**src/rtl/cdrp_pkg.sv**
```systemverilog
package cdrp_pkg;

  localparam int INT_BITS     = 19;
  localparam int VALUE_W      = 36;
  localparam int OUT_COLS     = 4;
  localparam int SEEN_W       = 3;
  localparam int OUT_DATA_W   = 152;
  localparam int IN_DATA_W    = 8;

  localparam int COLUMNS_DEF         = 4;
  localparam int FRACTION_BITS_DEF   = 16;
  localparam int FRACTION_DIGITS_DEF = 5;

  localparam logic [7:0] CH_ZERO  = 8'h30;
  localparam logic [7:0] CH_NINE  = 8'h39;
  localparam logic [7:0] CH_MINUS = 8'h2d;
  localparam logic [7:0] CH_POINT = 8'h2e;
  localparam logic [7:0] CH_COMMA = 8'h2c;
  localparam logic [7:0] CH_LF    = 8'h0a;

  localparam logic [INT_BITS-1:0] INT_MAX = {INT_BITS{1'b1}};

endpackage

```
**src/rtl/csv_decimal_row_parser.sv**
```systemverilog
// csv row parser: one text character per input item, one row of up to four
// signed fixed-point column values per result item.
// input channel: in_tdata carries the character, in_tlast marks end of text
// (character ignored, a started row is flushed). an item is taken when
// in_tvalid and in_tready are both high.
// output channel: out_tdata carries value_0..value_3, fields_seen, out_tuser
// the overflow flag. a newline always emits a row; end of text emits one only
// if the row was started.
// throughput: one item per cycle while in_tready is high. all parsing state
// (accumulators, column index, row store) updates in the cycle an item is
// taken; the row leaves through a single output register, so a result
// appears on the output in the cycle after the newline or end item is accepted.
// stall: while the output register holds an untaken row, in_tready follows
// out_tready, so the input keeps flowing as long as the receiver takes rows.
// reset clears the number and row state and empties the output register.
module csv_decimal_row_parser import cdrp_pkg::*; #(
  parameter int COLUMNS         = COLUMNS_DEF,
  parameter int FRACTION_BITS   = FRACTION_BITS_DEF,
  parameter int FRACTION_DIGITS = FRACTION_DIGITS_DEF
) (
  input  logic                  clk,
  input  logic                  rst_n,
  input  logic                  in_tvalid,
  output logic                  in_tready,
  input  logic [IN_DATA_W-1:0]  in_tdata,   // data_byte[7:0]
  input  logic                  in_tlast,   // end_of_text
  output logic                  out_tvalid,
  input  logic                  out_tready,
  output logic [OUT_DATA_W-1:0] out_tdata,  // value_0..value_3 (36 each), fields_seen, zero pad
  output logic                  out_tuser,  // overflow
  output logic                  out_tlast
);

  localparam int FB    = FRACTION_BITS;
  localparam int COL_W = $clog2(COLUMNS + 1);
  localparam int CNT_W = $clog2(FRACTION_DIGITS + 1);
  localparam int WT_N  = 2 ** CNT_W;
  localparam int MAG_W = INT_BITS + FB;
  localparam int EXT_W = (MAG_W > VALUE_W) ? MAG_W : VALUE_W;
  localparam logic [FB-1:0] FRAC_MAX = {FB{1'b1}};

  logic [FB-1:0] weight [WT_N];

  genvar gk;
  generate
    for (gk = 0; gk < WT_N; gk++) begin : g_wt
      if (gk < FRACTION_DIGITS) begin : g_on
        localparam longint unsigned P = 64'(10) ** (gk + 1);
        localparam longint unsigned W = ((64'd1 << FB) * 64'd2 + P) / (64'd2 * P);
        assign weight[gk] = W[FB-1:0];
      end else begin : g_off
        assign weight[gk] = '0;
      end
    end
  endgenerate

  logic                in_number_r, in_number_nxt;
  logic                negative_r, negative_nxt;
  logic                frac_mode_r, frac_mode_nxt;
  logic [INT_BITS-1:0] int_acc_r, int_acc_nxt;
  logic [FB-1:0]       frac_acc_r, frac_acc_nxt;
  logic [CNT_W-1:0]    frac_cnt_r, frac_cnt_nxt;
  logic [COL_W-1:0]    col_r, col_nxt;
  logic [VALUE_W-1:0]  row_vals_r [COLUMNS];
  logic [VALUE_W-1:0]  row_vals_nxt [COLUMNS];
  logic [VALUE_W-1:0]  stored_vals [COLUMNS];
  logic                row_ovf_r, row_ovf_nxt;
  logic                row_started_r, row_started_nxt;

  logic                  out_valid_r;
  logic [OUT_DATA_W-1:0] out_data_r, out_data_nxt;
  logic                  out_user_r, out_user_nxt;

  logic                  accept;
  logic                  emit;
  logic                  store;
  logic                  clear_row;
  logic                  is_digit;
  logic [3:0]            dval;
  logic [INT_BITS+3:0]   int_sum;
  logic [FB+3:0]         frac_sum;
  logic [MAG_W-1:0]      mag;
  logic [EXT_W-1:0]      mag_ext;
  logic [EXT_W-1:0]      signed_ext;
  logic [VALUE_W-1:0]    store_val;
  logic                  ovf_sum;
  logic [SEEN_W-1:0]     seen;
  logic [VALUE_W-1:0]    emit_vals [OUT_COLS];

  assign in_tready = !out_valid_r || out_tready;
  assign accept    = in_tvalid && in_tready;

  assign is_digit = (in_tdata >= CH_ZERO) && (in_tdata <= CH_NINE);
  assign dval     = 4'(in_tdata - CH_ZERO);

  assign int_sum  = ({4'b0, int_acc_r} << 3) + ({4'b0, int_acc_r} << 1)
                  + (INT_BITS+4)'(dval);
  assign frac_sum = (FB+4)'(frac_acc_r) + (FB+4)'(dval) * (FB+4)'(weight[frac_cnt_r]);

  assign mag        = {int_acc_r, frac_acc_r};
  assign mag_ext    = EXT_W'(mag);
  assign signed_ext = negative_r ? (EXT_W'(0) - mag_ext) : mag_ext;
  assign store_val  = signed_ext[VALUE_W-1:0];

  always_comb begin
    in_number_nxt   = in_number_r;
    negative_nxt    = negative_r;
    frac_mode_nxt   = frac_mode_r;
    int_acc_nxt     = int_acc_r;
    frac_acc_nxt    = frac_acc_r;
    frac_cnt_nxt    = frac_cnt_r;
    col_nxt         = col_r;
    row_ovf_nxt     = row_ovf_r;
    row_started_nxt = row_started_r;
    store           = 1'b0;
    emit            = 1'b0;
    clear_row       = 1'b0;
    ovf_sum         = 1'b0;

    if (in_tlast) begin
      store     = in_number_r;
      emit      = row_started_r || in_number_r;
      clear_row = 1'b1;
    end else if (in_tdata == CH_LF) begin
      store     = in_number_r;
      emit      = 1'b1;
      clear_row = 1'b1;
    end else if (in_tdata == CH_COMMA) begin
      store           = in_number_r;
      row_started_nxt = 1'b1;
      if (col_r < COL_W'(COLUMNS)) begin
        col_nxt = col_r + COL_W'(1);
      end
    end else if (!in_number_r) begin
      if (is_digit || (in_tdata == CH_MINUS)) begin
        in_number_nxt   = 1'b1;
        row_started_nxt = 1'b1;
        negative_nxt    = (in_tdata == CH_MINUS);
        int_acc_nxt     = is_digit ? INT_BITS'(dval) : '0;
      end
    end else if (is_digit) begin
      if (!frac_mode_r) begin
        if (int_sum > (INT_BITS+4)'(INT_MAX)) begin
          int_acc_nxt = INT_MAX;
          ovf_sum     = 1'b1;
        end else begin
          int_acc_nxt = int_sum[INT_BITS-1:0];
        end
      end else if (frac_cnt_r < CNT_W'(FRACTION_DIGITS)) begin
        if (frac_sum > (FB+4)'(FRAC_MAX)) begin
          frac_acc_nxt = FRAC_MAX;
        end else begin
          frac_acc_nxt = frac_sum[FB-1:0];
        end
        frac_cnt_nxt = frac_cnt_r + CNT_W'(1);
      end
    end else if (in_tdata == CH_POINT) begin
      frac_mode_nxt = 1'b1;
    end

    if (ovf_sum) begin
      row_ovf_nxt = 1'b1;
    end

    for (int j = 0; j < COLUMNS; j++) begin
      stored_vals[j] = (store && (col_r == COL_W'(j))) ? store_val : row_vals_r[j];
      row_vals_nxt[j] = clear_row ? '0 : stored_vals[j];
    end

    if (store || clear_row) begin
      in_number_nxt = 1'b0;
      negative_nxt  = 1'b0;
      frac_mode_nxt = 1'b0;
      int_acc_nxt   = '0;
      frac_acc_nxt  = '0;
      frac_cnt_nxt  = '0;
    end
    if (clear_row) begin
      col_nxt         = '0;
      row_ovf_nxt     = 1'b0;
      row_started_nxt = 1'b0;
    end
  end

  genvar gj;
  generate
    for (gj = 0; gj < OUT_COLS; gj++) begin : g_out
      if (gj < COLUMNS) begin : g_col
        assign emit_vals[gj] = stored_vals[gj];
      end else begin : g_none
        assign emit_vals[gj] = '0;
      end
    end
  endgenerate

  always_comb begin
    if (!(row_started_r || in_number_r)) begin
      seen = '0;
    end else if (int'(col_r) >= 3) begin
      seen = SEEN_W'(4);
    end else begin
      seen = SEEN_W'(col_r) + SEEN_W'(1);
    end
    out_data_nxt = '0;
    for (int j = 0; j < OUT_COLS; j++) begin
      out_data_nxt[j*VALUE_W +: VALUE_W] = emit_vals[j];
    end
    out_data_nxt[OUT_COLS*VALUE_W +: SEEN_W] = seen;
    out_user_nxt = row_ovf_r || ovf_sum;
  end

  always_ff @(posedge clk) begin
    if (!rst_n) begin
      in_number_r   <= 1'b0;
      negative_r    <= 1'b0;
      frac_mode_r   <= 1'b0;
      int_acc_r     <= '0;
      frac_acc_r    <= '0;
      frac_cnt_r    <= '0;
      col_r         <= '0;
      row_ovf_r     <= 1'b0;
      row_started_r <= 1'b0;
      for (int j = 0; j < COLUMNS; j++) begin
        row_vals_r[j] <= '0;
      end
    end else if (accept) begin
      in_number_r   <= in_number_nxt;
      negative_r    <= negative_nxt;
      frac_mode_r   <= frac_mode_nxt;
      int_acc_r     <= int_acc_nxt;
      frac_acc_r    <= frac_acc_nxt;
      frac_cnt_r    <= frac_cnt_nxt;
      col_r         <= col_nxt;
      row_ovf_r     <= row_ovf_nxt;
      row_started_r <= row_started_nxt;
      for (int j = 0; j < COLUMNS; j++) begin
        row_vals_r[j] <= row_vals_nxt[j];
      end
    end
  end

  always_ff @(posedge clk) begin
    if (!rst_n) begin
      out_valid_r <= 1'b0;
    end else if (accept && emit) begin
      out_valid_r <= 1'b1;
    end else if (out_tready) begin
      out_valid_r <= 1'b0;
    end
  end

  always_ff @(posedge clk) begin
    if (accept && emit) begin
      out_data_r <= out_data_nxt;
      out_user_r <= out_user_nxt;
    end
  end

  assign out_tvalid = out_valid_r;
  assign out_tdata  = out_data_r;
  assign out_tuser  = out_user_r;
  assign out_tlast  = 1'b1;

endmodule
```
**config.mk**
```make
export PLATFORM = sky130hd
export DESIGN_NAME = csv_decimal_row_parser
export DESIGN_NICKNAME = d
export VERILOG_FILES = /design/src/rtl/cdrp_pkg.sv /design/src/rtl/csv_decimal_row_parser.sv
export SDC_FILE = /design/constraint.sdc
export NUM_CORES = 1
export LEC_CHECK = 0
export BUFFER_PORTS_ARGS = -buffer_cell sky130_fd_sc_hd__buf_2
export CORE_ASPECT_RATIO = 1.75
export CORE_UTILIZATION = 25
export DETAILED_ROUTE_END_ITERATION = 10
export GPL_TIMING_DRIVEN = 1
export HOLD_SLACK_MARGIN = 0.1
export PLACE_DENSITY = 0.39
export SETUP_SLACK_MARGIN = 0.02
export SLEW_MARGIN = 0
export SYNTH_ARGS = -nofsm -noshare
export SYNTH_HDL_FRONTEND = slang
export SYNTH_SLANG_ARGS = --single-unit
```
**constraint.sdc**
```tcl
create_clock -name clk -period 16.3 [get_ports clk]
set_clock_uncertainty 0.1 [all_clocks]
set_input_delay 2.445 -clock clk [delete_from_list [all_inputs] [get_ports clk]]
set_output_delay 2.445 -clock clk [all_outputs]
set_load 0.1 [all_outputs]
```
==> run metrics, run 1 <==
total CTS buffers 36; CTS tree yes; CORE AREA slightly below 70,000 um2; Achievable Freq between 100 and 150 MHz; CTS Buffer Depth 3; Main synth FF type edfxtp_1; leakage power just over 8 nW; global-route wire length before repair between 70 and 80 mm; clk root buf clkbuf_16; WP data arrival between 7 and 8 ns; Netlist Area Pre-Place roughly 17,000 um2; DR iter-0 viols about 600; peak supply drop 0.0000514 V; CP max FO 15; Reg clk slew, reported paths roughly 0.06 ns; Die Width about 200 um; Layout Cells excl Fill 2,631; FF+latch area a little under 10,000 um2; Port-buffer cells about 160; crit path time final around 6.8 ns; CP Data Required Time roughly 17 ns; Nets ~1.8k; share of cells above drive strength 1 about 15%; Pwr Density just over 100 nW/um2; Routed Antenna Nets 0; WL per Instance between 15 and 20 um; final worst-path cycle share roughly two fifths; dpl hpwl approximately 36 mm; vias in the first global route approximately 12k; Placed Instances between 2k and 3k; FP Rows ~130; sequential share of the synthesized area between 50 and 60%; most frequent cells in the layout edfxtp_1 (292), buf_2 (162), and2_1 (154); Synth cell types 73; clk sinks approximately 340; Critical Path Source Type input pin; First-pass DRT Iterations 4; Setup CP Type in2reg; Avg Cell Area, Syn ~11 um2; pin slew with the least headroom to its limit approximately 1.1 ns; WL final between 50 and 60 mm; # DRC 0; Area growth syn-to-layout 15.9%; Congestion Overflow GR 0; endpoint class of the critical path flip-flop; Setup Buffers After CTS 0; DR vias about 12k; initial antenna violation count 0; Post-synth EDFFs 292; worst hold path class reg2reg; chip height around 350 um; status completed; Worst slew margin 22.5%; #FFs+latches synth around 340; largest net degree at the start of global routing 86; placer's final routability congestion estimate about 0.82; GRT Overall Usage 14.3%; Final setup viols 0; H-tree levels 2; Post-synth ARST share 0%; most common cell after layout, fill and taps aside edfxtp_1; drt via density about 4.5; n_diodes 0; synth warn 0; RSZ-0062 raised after global routing no; Boundary Pins around 170; Setup TNS 0 ns; # hold bufs at CTS 0; fill count between 7k and 8k; final hold violations 0; pins over their slew limit 0; Syn Inst Count 1,550; Die ar. a little over 70,000 um2; worst skew pair latency ~0.54 ns; post-CTS sizing 0; area of the multi-input gates 7000 um2; MaxCap Viol Count 0; Initial Utilization around 25%
-- per-layer routing --
metal	vias to the layer above	wire length, um	global-route usage (%)
met5	-	0	0
met1	5835	22000	17.9
met4	0	1040	4.33
met3	60	1900	1.69
met2	257	25800	25.6
li1	5769	-	-
-- synth_stat cells (9+ instances only) --
master | number | area share, %
edfxtp_1 | 292 | 50
a211oi_1 | 19 | 0.82
a22oi_1 | 12 | 0.52
nor2_1 | 118 | 2.5
a21o_1 | 21 | 0.90
xnor2_1 | 33 | 1.7
inv_1 | 98 | 2.1
fa_1 | 30 | 3.4
and2_1 | 154 | 5.5
nor3_1 | 19 | 0.54
nand2_1 | 139 | 3.0
nand2b_1 | 9 | 0.32
xor2_1 | 22 | 1.1
dfxtp_1 | 47 | 5.4
a21oi_1 | 107 | 3.1
ha_1 | 80 | 5.7
o21ai_0 | 117 | 3.3
nor2b_1 | 9 | 0.32
o211ai_1 | 10 | 0.43
clkbuf_1 | 55 | 1.2
-- area by class of cell --
| type | count | share of cell area (%) |
|---|---|---|
| Inverter | 98 | 1.81 |
| Clock inverter | 17 | 0.605 |
| Tap cell | 910 | 5.62 |
| Multi-Input combinational cell | 1037 | 34.5 |
| Timing Repair Buffer | 181 | 4.70 |
| Sequential cell | 339 | 47.9 |
| Clock buffer | 49 | 4.84 |
-- path summary, 6_finish.rpt --
kind              endpoint           from  slack, ns  cells after the start
max          frac_acc_r[2]    in_tdata[1]       9.53                     17
min reg2reg  row_started_r  row_started_r       0.35                      2
min          row_started_r  row_started_r       0.35                      2
max reg2reg  frac_acc_r[2]  frac_cnt_r[0]      10.86                     17
-- logic make-up (layout without fill, tap and decap cells) --
family | Yosys count | count (layout) | share of synthesized area [%]
and+or+nand+nor | 498 | 498 | 14.2
AOI/OAI and AO/OA | 358 | 358 | 12.8
DFF | 339 | 339 | 55.5
buffers and inverters | 178 | 345 | 4.68
adders and majority gates | 110 | 110 | 9.16
xor gates and xnor gates | 62 | 62 | 3.41
muxes | 3 | 3 | 0.172
other | 2 | 6 | 0.0429
-- flip-flops by register name, summed over array words and instances (netlist names) --
| signal | flops |
|---|---|
| col_r | 3 |
| frac_acc_r | 16 |
| frac_cnt_r | 3 |
| frac_mode_r | 1 |
| in_number_r | 1 |
| int_acc_r | 19 |
| negative_r | 1 |
| out_tdata | 147 |
| out_tuser | 1 |
| out_tvalid | 1 |
| row_ovf_r | 1 |
| row_started_r | 1 |
| row_vals_r | 144 |
-- critical path: stages --
cell and delay [ns]:
buf_2 0.19, nor2b_1 0.39, and2_1 0.26, fa_1 0.43, fa_1 0.51, inv_1 0.05, fa_1 0.50, inv_1 0.04
ha_1 0.33, o21ai_0 0.12, o211ai_1 0.26, nand4_1 0.18, a211oi_1 0.62, a41o_1 0.27, nand2_1 0.06, a31o_2 0.33
o211ai_1 0.12
-- through the flow --
| stage | hold slack (ns) | power, mW | cell area (um2) | worst slack (ns) | utilization (%) |
|---|---|---|---|---|---|
| after detailed placement | 0.343 | 1.28 | 19200 | 8.97 | 27.6 |
| final | 0.354 | 2.06 | 20300 | 9.53 | 29.2 |
| after CTS | 0.350 | 2.10 | 20300 | 9.54 | 29.2 |
| after global placement | 0.335 | 1.28 | 19200 | 9.03 | 27.6 |
| after global routing | 0.368 | 2.15 | 20300 | 9.21 | 29.2 |
| after floorplan | 0.326 | 1.23 | 17500 | 0.808 | - |
-- report_power, final --
part	leakage [nW]	switching [mW]	total (mW)	internal, mW
clock network	0.532	0.361	0.802	0.442
logic	4.29	0.205	0.270	0.0655
registers	3.37	0.0110	0.991	0.980
Note: power is estimated with default switching activity, not from simulation.
==> run 2: changes to the inputs <==
- clock period: 16.3 -> 6.8 ns (I/O delays scaled with it)
==> run metrics, run 2 (synthesis results as in run 1) <==
CP max FO 15 (unchanged); most common cell after layout, fill and taps aside edfxtp_1; # DRC 0 (unchanged); Port-buffer cells 162 (unchanged); Setup CP Type reg2reg; MaxCap Viol Count 0 (unchanged); CTS Buffer Depth 3 (unchanged); dpl hpwl 36.1 mm (-0.54%); status completed; Pwr Density 243 nW/um2 (+140%); most frequent cells in the layout edfxtp_1 (292), buf_2 (162), and2_1 (154); First-pass DRT Iterations 5 (+1); H-tree levels 2 (unchanged); total CTS buffers 37 (+2.8%); final worst-path cycle share 79.7%; DR vias 11.9k (-0.37%); worst skew pair latency 0.54 ns (about the same); Routed Antenna Nets 0 (unchanged); Initial Utilization 25.2% (unchanged); Area growth syn-to-layout 16.1%; drt via density 4.51 (-0.37%); Boundary Pins 169 (unchanged); placer's final routability congestion estimate 0.831 (+0.80%); vias in the first global route 12.1k (+1.3%); peak supply drop 0.000131 V (+150%); largest net degree at the start of global routing 87 (+1.2%); WP data arrival 5.72 ns (-1.41 ns); final hold violations 0 (unchanged); Congestion Overflow GR 0 (unchanged); share of cells above drive strength 1 15.4% (+0.12 points); WL per Instance 19.2 um (-0.20%); Worst slew margin 21.4% (-1.1 points); Nets 1,816 (unchanged); Die ar. 71,100 um2 (unchanged); crit path time final approximately 5.4 ns; post-CTS sizing 0 (unchanged); worst hold path class reg2reg; leakage power 8.21 nW (+0.18%); Setup Buffers After CTS 0 (unchanged); pins over their slew limit 0 (unchanged); Die Width 202 um (unchanged); Setup TNS 0 ns (unchanged); hold path startpoint row_started_r; CORE AREA 69,300 um2 (unchanged); Final setup viols 0 (unchanged); Reg clk slew, reported paths 0.06 ns (about the same); initial antenna violation count 1 (+1); worst setup path start frac_cnt_r[0]; chip height 352 um (unchanged); Critical Path Source Type flip-flop; WL final 50.6 mm (-0.20%); FP Rows 128 (unchanged); # hold bufs at CTS 0 (unchanged); CP Data Required Time 7.10 ns (-9.56 ns); RSZ-0062 raised after global routing no; CTS tree yes; clk root buf clkbuf_16; RR Startpoint frac_cnt_r[0]; pin slew with the least headroom to its limit 1.18 ns (+0.0270 ns); DR iter-0 viols 607 (+0.17%); clk sinks 339 (unchanged); total power 4.93 mW (+140%); global-route wire length before repair 76.8 mm (about the same); endpoint class of the critical path flip-flop; max reg flops 147 (unchanged); n_diodes 0 (unchanged); fill count 7,235 (+0.24%); Achievable Freq 184 MHz; GRT Overall Usage 14.3% (-0.028 points)
[run 2: cell types whose count changed in the layout (fill, tap and decap cells not counted)]
cell	change
clkbuf_4	+1
nand2_2	+1
clkinvlp_2	+1
clkinv_2	+1
buf_12	+2
clkbuf_1	-2
buf_4	-3
clkinv_4	+2
clkbuf_8	-1
clkinv_1	+1
nand2_1	-1
clkinvlp_4	-2
inv_8	+1
inv_6	-1
[run 2: area by class of cell]
class	instances	area (um2)	area share, %
sequential	339	9710	47.8
multi-input combinational	1037	7000	34.5
tap	910	1140	5.61
timing repair buffer	180	971	4.78
clock buffer	47	967	4.76
inverter	98	368	1.81
clock inverter	20	141	0.697
[run 2: metrics by stage]
step	hold WS (ns)	utilization (%)	std cells	setup WS (ns)	instance area, um2
3_3_place_gp	0.333	27.7	2564	1.05	19200
2_1_floorplan	0.326	-	1554	0.201	17500
6_report	0.348	29.3	2631	1.38	20300
5_1_grt	0.356	29.3	2631	1.03	20300
4_1_cts	0.347	29.3	2631	1.35	20300
3_5_place_dp	0.339	27.7	2564	0.969	19200
[run 2: final timing paths]
kind | to | slack, ns | cells past startpoint
worst max-delay path | frac_acc_r[2] | 1.38 | 17
worst min register to register | row_started_r | 0.35 | 2
worst max register to register | frac_acc_r[2] | 1.38 | 17
worst min-delay path | row_started_r | 0.35 | 2
[run 2: metal layers]
layer  global-route usage [%]  up-vias  part of all wire (%)
met1                     17.7     5780                    44
li1                         -     5777                     -
met2                     25.6      252                    51
met4                     4.92        0                   2.7
met5                        0        -                     0
met3                     1.50       68                   3.0
[run 2: worst max-delay path, stage by stage (launching register included)]
cell and delay [ns]:
dfxtp_1 0.44, inv_1 0.18, ha_1 0.29, mux2i_1 0.31, nand2b_1 0.22, fa_1 0.43
fa_1 0.50, fa_1 0.52, inv_1 0.04, ha_1 0.33, nor2b_1 0.16, o31a_1 0.27
o41ai_1 0.43, o21ai_0 0.25, and2_1 0.21, nand3_1 0.08, a31o_2 0.36, o211ai_1 0.14
[run 2: report_power, final]
| group | total [mW] | switching, mW | internal (mW) | leakage (nW) |
|---|---|---|---|---|
| Sequential | 2.37 | 0.0267 | 2.35 | 3.37 |
| Combinational | 0.645 | 0.486 | 0.158 | 4.30 |
| Clock | 1.91 | 0.853 | 1.05 | 0.542 |
